File: config.mk
export PLATFORM = sky130hd
export DESIGN_NAME = tch_sincos
export DESIGN_NICKNAME = d
export VERILOG_FILES = /design/src/hw/rtl/tch_pkg.sv /design/src/hw/rtl/tch_sincos.sv
export SDC_FILE = /design/constraint.sdc
export NUM_CORES = 2
export LEC_CHECK = 0
export BUFFER_PORTS_ARGS = -buffer_cell sky130_fd_sc_hd__clkbuf_2
export CORE_MARGIN = 10
export CORE_UTILIZATION = 30
export CTS_CLUSTER_SIZE = 20
export DETAILED_ROUTE_END_ITERATION = 12
export GPL_TIMING_DRIVEN = 0
export HOLD_SLACK_MARGIN = 0.03
export MAX_ROUTING_LAYER = met4
export SETUP_SLACK_MARGIN = 0.05
export SLEW_MARGIN = 20
export SYNTH_ARGS = -nofsm -noshare
export SYNTH_HDL_FRONTEND = slang
export SYNTH_SLANG_ARGS = --single-unit
File: constraint.sdc
create_clock -name clk -period 10 [get_ports clk]
set_clock_uncertainty 0.2 [all_clocks]
set_input_delay 1.5 -clock clk [delete_from_list [all_inputs] [get_ports clk]]
set_output_delay 1.5 -clock clk [all_outputs]
set_load 0.05 [all_outputs]
File: src/hw/rtl/tch_pkg.sv
// Shared types, widths and constants for the tilt-compensated heading block.
// Used by tch_sincos, tch_atan2 and tilt_compensated_heading; depends on nothing.
package tch_pkg;

    localparam int DEF_CORDIC_STEPS = 16;
    localparam int DEF_SAMPLE_WIDTH = 16;

    // Angle ports are Q3.13; internal angles are Q30.
    localparam int ANGLE_W     = 16;
    localparam int ANGLE_SHIFT = 17;
    localparam int THETA_W     = ANGLE_W + ANGLE_SHIFT + 1;
    localparam int TRIG_W      = 33;
    localparam int ZACC_W      = 34;
    localparam int HEAD_W      = 36;
    localparam int OUT_W       = 16;

    localparam int TAB_LEN = 24;
    localparam logic [31:0] ATAN_Q30 [TAB_LEN] = '{
        32'h3243F6A8, 32'h1DAC6705, 32'h0FADBAFC, 32'h07F56EA6,
        32'h03FEAB76, 32'h01FFD55B, 32'h00FFFAAA, 32'h007FFF55,
        32'h003FFFEA, 32'h001FFFFD, 32'h000FFFFF, 32'h0007FFFF,
        32'h0003FFFF, 32'h0001FFFF, 32'h0000FFFF, 32'h00007FFF,
        32'h00003FFF, 32'h00001FFF, 32'h00000FFF, 32'h000007FF,
        32'h000003FF, 32'h000001FF, 32'h000000FF, 32'h0000007F
    };

    localparam logic signed [TRIG_W-1:0]  Q30_GAIN     = 33'sd652032874;
    localparam logic signed [THETA_W-1:0] T_HALF_PI    = 34'sd1686629713;
    localparam logic signed [THETA_W-1:0] T_PI         = 34'sd3373259426;
    localparam logic signed [HEAD_W-1:0]  H_PI         = 36'sd3373259426;
    localparam logic signed [HEAD_W-1:0]  H_TWO_PI     = 36'sd6746518852;
    localparam logic signed [HEAD_W-1:0]  H_THREE_PI   = 36'sd10119778278;
    localparam logic signed [HEAD_W-1:0]  H_ROUND_HALF = 36'sd65536;
    localparam logic [OUT_W-1:0]          HEADING_MAX  = 16'd51471;

    typedef logic [1:0] cfg_index_t;
    localparam cfg_index_t REG_OFFSET_X = 2'd0;
    localparam cfg_index_t REG_OFFSET_Y = 2'd1;
    localparam cfg_index_t REG_OFFSET_Z = 2'd2;

endpackage

File: src/hw/rtl/tch_sincos.sv
// Pipelined rotation-mode CORDIC giving sine and cosine of a Q3.13 angle in Q30.
// Depends on tch_pkg for widths, the gain and the arctangent table.
module tch_sincos
    import tch_pkg::*;
#(
    parameter int STEPS = DEF_CORDIC_STEPS
)
(
    input  logic                       clk,
    input  logic signed [ANGLE_W-1:0]  angle,
    output logic signed [TRIG_W-1:0]   sin_val,
    output logic signed [TRIG_W-1:0]   cos_val
);

    logic signed [THETA_W-1:0] t_in;
    logic signed [THETA_W-1:0] t_reg [STEPS];
    logic signed [TRIG_W-1:0]  x_reg [STEPS+1];
    logic signed [TRIG_W-1:0]  y_reg [STEPS+1];
    logic                      neg_reg [STEPS+1];

    assign t_in = {angle[ANGLE_W-1], angle, {ANGLE_SHIFT{1'b0}}};

    // Angles past a quarter turn are folded by a half turn and the results negated.
    always_ff @(posedge clk)
    begin
        if (t_in > T_HALF_PI)
        begin
            t_reg[0]   <= t_in - T_PI;
            neg_reg[0] <= 1'b1;
        end
        else if (t_in < -T_HALF_PI)
        begin
            t_reg[0]   <= t_in + T_PI;
            neg_reg[0] <= 1'b1;
        end
        else
        begin
            t_reg[0]   <= t_in;
            neg_reg[0] <= 1'b0;
        end
        x_reg[0] <= Q30_GAIN;
        y_reg[0] <= '0;
    end

    for (genvar i = 0; i < STEPS; i++)
    begin : g_step
        localparam logic signed [THETA_W-1:0] ATN = THETA_W'(ATAN_Q30[i]);
        always_ff @(posedge clk)
        begin
            if (t_reg[i] >= 0)
            begin
                x_reg[i+1] <= x_reg[i] - (y_reg[i] >>> i);
                y_reg[i+1] <= y_reg[i] + (x_reg[i] >>> i);
            end
            else
            begin
                x_reg[i+1] <= x_reg[i] + (y_reg[i] >>> i);
                y_reg[i+1] <= y_reg[i] - (x_reg[i] >>> i);
            end
            neg_reg[i+1] <= neg_reg[i];
        end
        if (i < STEPS - 1)
        begin : g_theta
            always_ff @(posedge clk)
            begin
                if (t_reg[i] >= 0)
                    t_reg[i+1] <= t_reg[i] - ATN;
                else
                    t_reg[i+1] <= t_reg[i] + ATN;
            end
        end
    end

    always_ff @(posedge clk)
    begin
        sin_val <= neg_reg[STEPS] ? -y_reg[STEPS] : y_reg[STEPS];
        cos_val <= neg_reg[STEPS] ? -x_reg[STEPS] : x_reg[STEPS];
    end

endmodule

==> results.json <==
{
  "cp-endpoint": "x_reg[7][31]",
  "cts_tree": "yes",
  "post_cts_buffers": 0,
  "path_max_fanout": 10,
  "die_width_um": 625,
  "first_iter_violations": 4610,
  "drc_errors": 0,
  "cts.sinks": 1530,
  "grt_pass1_wl_um": 451000,
  "setup_violations": 0,
  "cts_resized": 0,
  "first_pass_iters": 6,
  "ys_seq_area_frac": 0.281,
  "r2r-end": "x_reg[7][31]",
  "r2r_slack_ns": 2.96,
  "min_path_type": "flop to flop",
  "antenna_found_initial": 1,
  "area_delta_synth_final_pct": 11.3,
  "maxCapViolCount": 0,
  "grt_max_degree": 28,
  "postSynthAreaPerCell_um2": 8.57,
  "dieHeight_um": 625,
  "max_freq_mhz": 142,
  "grt_pass1_vias": 86600,
  "io_pins": 83,
  "core-area_um2": 365000,
  "crit_slowest_cell": "a2111oi_0",
  "synth-seq-cells": 1530,
  "final_area_um2": 122000,
  "drt-total-wl_um": 281000,
  "fin_tns_setup_ns": 0,
  "fin_crit_sh": 0.704,
  "hp-start": "t_reg[0][1]",
  "grt_usage": 0.142,
  "drive_gt1_frac": 0.0386,
  "routabilityCongestion": 0.923,
  "vias_per_cell": 4.97,
  "nets": 14600,
  "placed_area_um2": 116000,
  "hold_viol_final": 0,
  "worst-endpoint-arrival_ns": 7.54,
  "cp-start-kind": "flop",
  "synth_edf_count": 21,
  "yosys.area.top_type": "dfxtp_1",
  "cts_buffers": 175,
  "path_clk_slew_ns": 0.06,
  "syn-cell-area_um2": 110000,
  "synth_flop_cell": "dfxtp_1",
  "die-area_um2": 391000,
  "worstSetupEndpointType": "flop",
  "status": "completed",
  "ys_async_sr_fraction": 0,
  "ant_nets": 0,
  "largest_reg_flops": 496,
  "synth_cell_types": 95,
  "overflow": 0,
  "crit_path_frequent_cell": "inv_1",
  "r2r-start": "t_reg[3][33]",
  "postCtsHoldBufs": 0,
  "synthMostInstantiatedCell": "dfxtp_1",
  "synth_top_area_frac": 0.275,
  "worst_r2r_path_depth": 23,
  "cts.path.max_buffers": 4,
  "cts_root_buf": "clkbuf_16",
  "rsz0062_at_grt": "false",
  "drv_slew": 0,
  "numPortBuffers": 79,
  "rows": 222,
  "clk_latency_ns": 0.86,
  "critPathKind": "flop to flop",
  "worst_pin_slew_ns": 1.22,
  "crit_chain": "inv_1 -> ha_1 -> nor4b_1 -> nand4_1 -> nor2_1 -> nor2_1 -> inv_1 -> clkbuf_1 -> clkbuf_1 -> a21oi_1 -> xnor2_1 -> ha_1 -> inv_1 -> o21ai_0 -> a2111oi_0 -> nor3_1 -> a221oi_1 -> a21boi_0 -> a22o_1 -> a2111oi_0 -> nor3_1 -> a211o_1 -> xor2_1",
  "ys_warn_count": 0,
  "final.min_clock_period_ns": 7.04,
  "wl_per_cell_um": 15.6,
  "postSynthCellCount": 12800,
  "relSlewSlack": 0.177,
  "crit_start": "t_reg[3][33]",
  "start_util": 0.301,
  "synthTopCellsByCount": "dfxtp_1 (1509), ha_1 (1405), xnor2_1 (1273), a21oi_1 (1151), nor2_1 (917)",
  "vias": 89700,
  "yosys-top-cells-area": "dfxtp_1 (28%), ha_1 (16%), xnor2_1 (10%), a21oi_1 (5.2%), xor2_1 (4.8%)",
  "htreeDepth": 4,
  "max_stage_delay_ns": 0.63,
  "dpl.hpwl_um": 230000,
  "required_ns": 10.50
}
## kinds of logic after synthesis
kind of cell,synth area share
and+or+nand+nor,0.145
adders and majority gates,0.167
xor gates and xnor gates,0.150
muxes,0.00425
DFF,0.281
buffers and inverters,0.0263
AOI/OAI and AO/OA,0.226
other,0.0000342
## layout by cell type, fill, tap and decap left out, drive strengths merged, types with 476 or more instances in the layout
cell,n
xor2,601
inv,604
nand2,787
o21ai,788
a21oi,1153
nor2,917
clkbuf,476
a21o,592
ha,1405
xnor2,1274
dfxtp,1509
## layer usage
| layer | vias up | global-route usage | routed length [µm] |
|---|---|---|---|
| met5 | - | - | 0 |
| met4 | 0 | 0.0600 | 13100 |
| met3 | 639 | 0.0149 | 8320 |
| met2 | 1577 | 0.257 | 140000 |
| met1 | 40500 | 0.157 | 119000 |
| li1 | 47000 | - | - |
## layout make-up
class	instances	area, µm²
antenna	5	12.5
buffer	169	648
clock buffer	245	5100
clock inverter	61	757
fill	38200	243000
inverter	601	2260
multi-input combinational	10500	76200
sequential	1530	30800
tap	4816	6030
timing repair buffer	80	423
## worst max-delay path, delay by kind of cell, from the launching register on
family                   cells  cell delay [ns]
AO/OA/AOI/OAI                8             2.75
AND/OR/NAND/NOR              6             1.42
buffers and inverters        5             1.22
adder cells (fa/ha/maj)      2             0.58
XOR/XNOR                     2             0.38
flip-flops                   1             0.31
## worst min path at each step
| stage | endpoint | slack, ns | cells after the start |
|---|---|---|---|
| 2_1_floorplan | neg_reg[10] | 0.11 | 0 |
| 3_3_place_gp | t_reg[1][35] | 0.11 | 0 |
| 3_5_place_dp | neg_reg[5] | 0.11 | 0 |
| 4_1_cts | t_reg[0][35] | 0.07 | 0 |
| 5_1_grt | t_reg[0][35] | 0.08 | 0 |
| 6_report | t_reg[0][35] | 0.08 | 0 |
## metrics by stage
stage	std cells	util	setup slack, ns	hold slack (ns)
after CTS	18000	0.335	2.73	0.0730
final	18000	0.335	2.96	0.0835
after global placement	17700	0.319	2.18	0.112
after global routing	18000	0.335	2.36	0.0807
after detailed placement	17700	0.319	2.79	0.112
after floorplan	12800	-	4.95	0.110
Power is left out: the tool's default activity adds up to more than one toggle a clock period on the data nets, which glitch-free logic cannot reach.
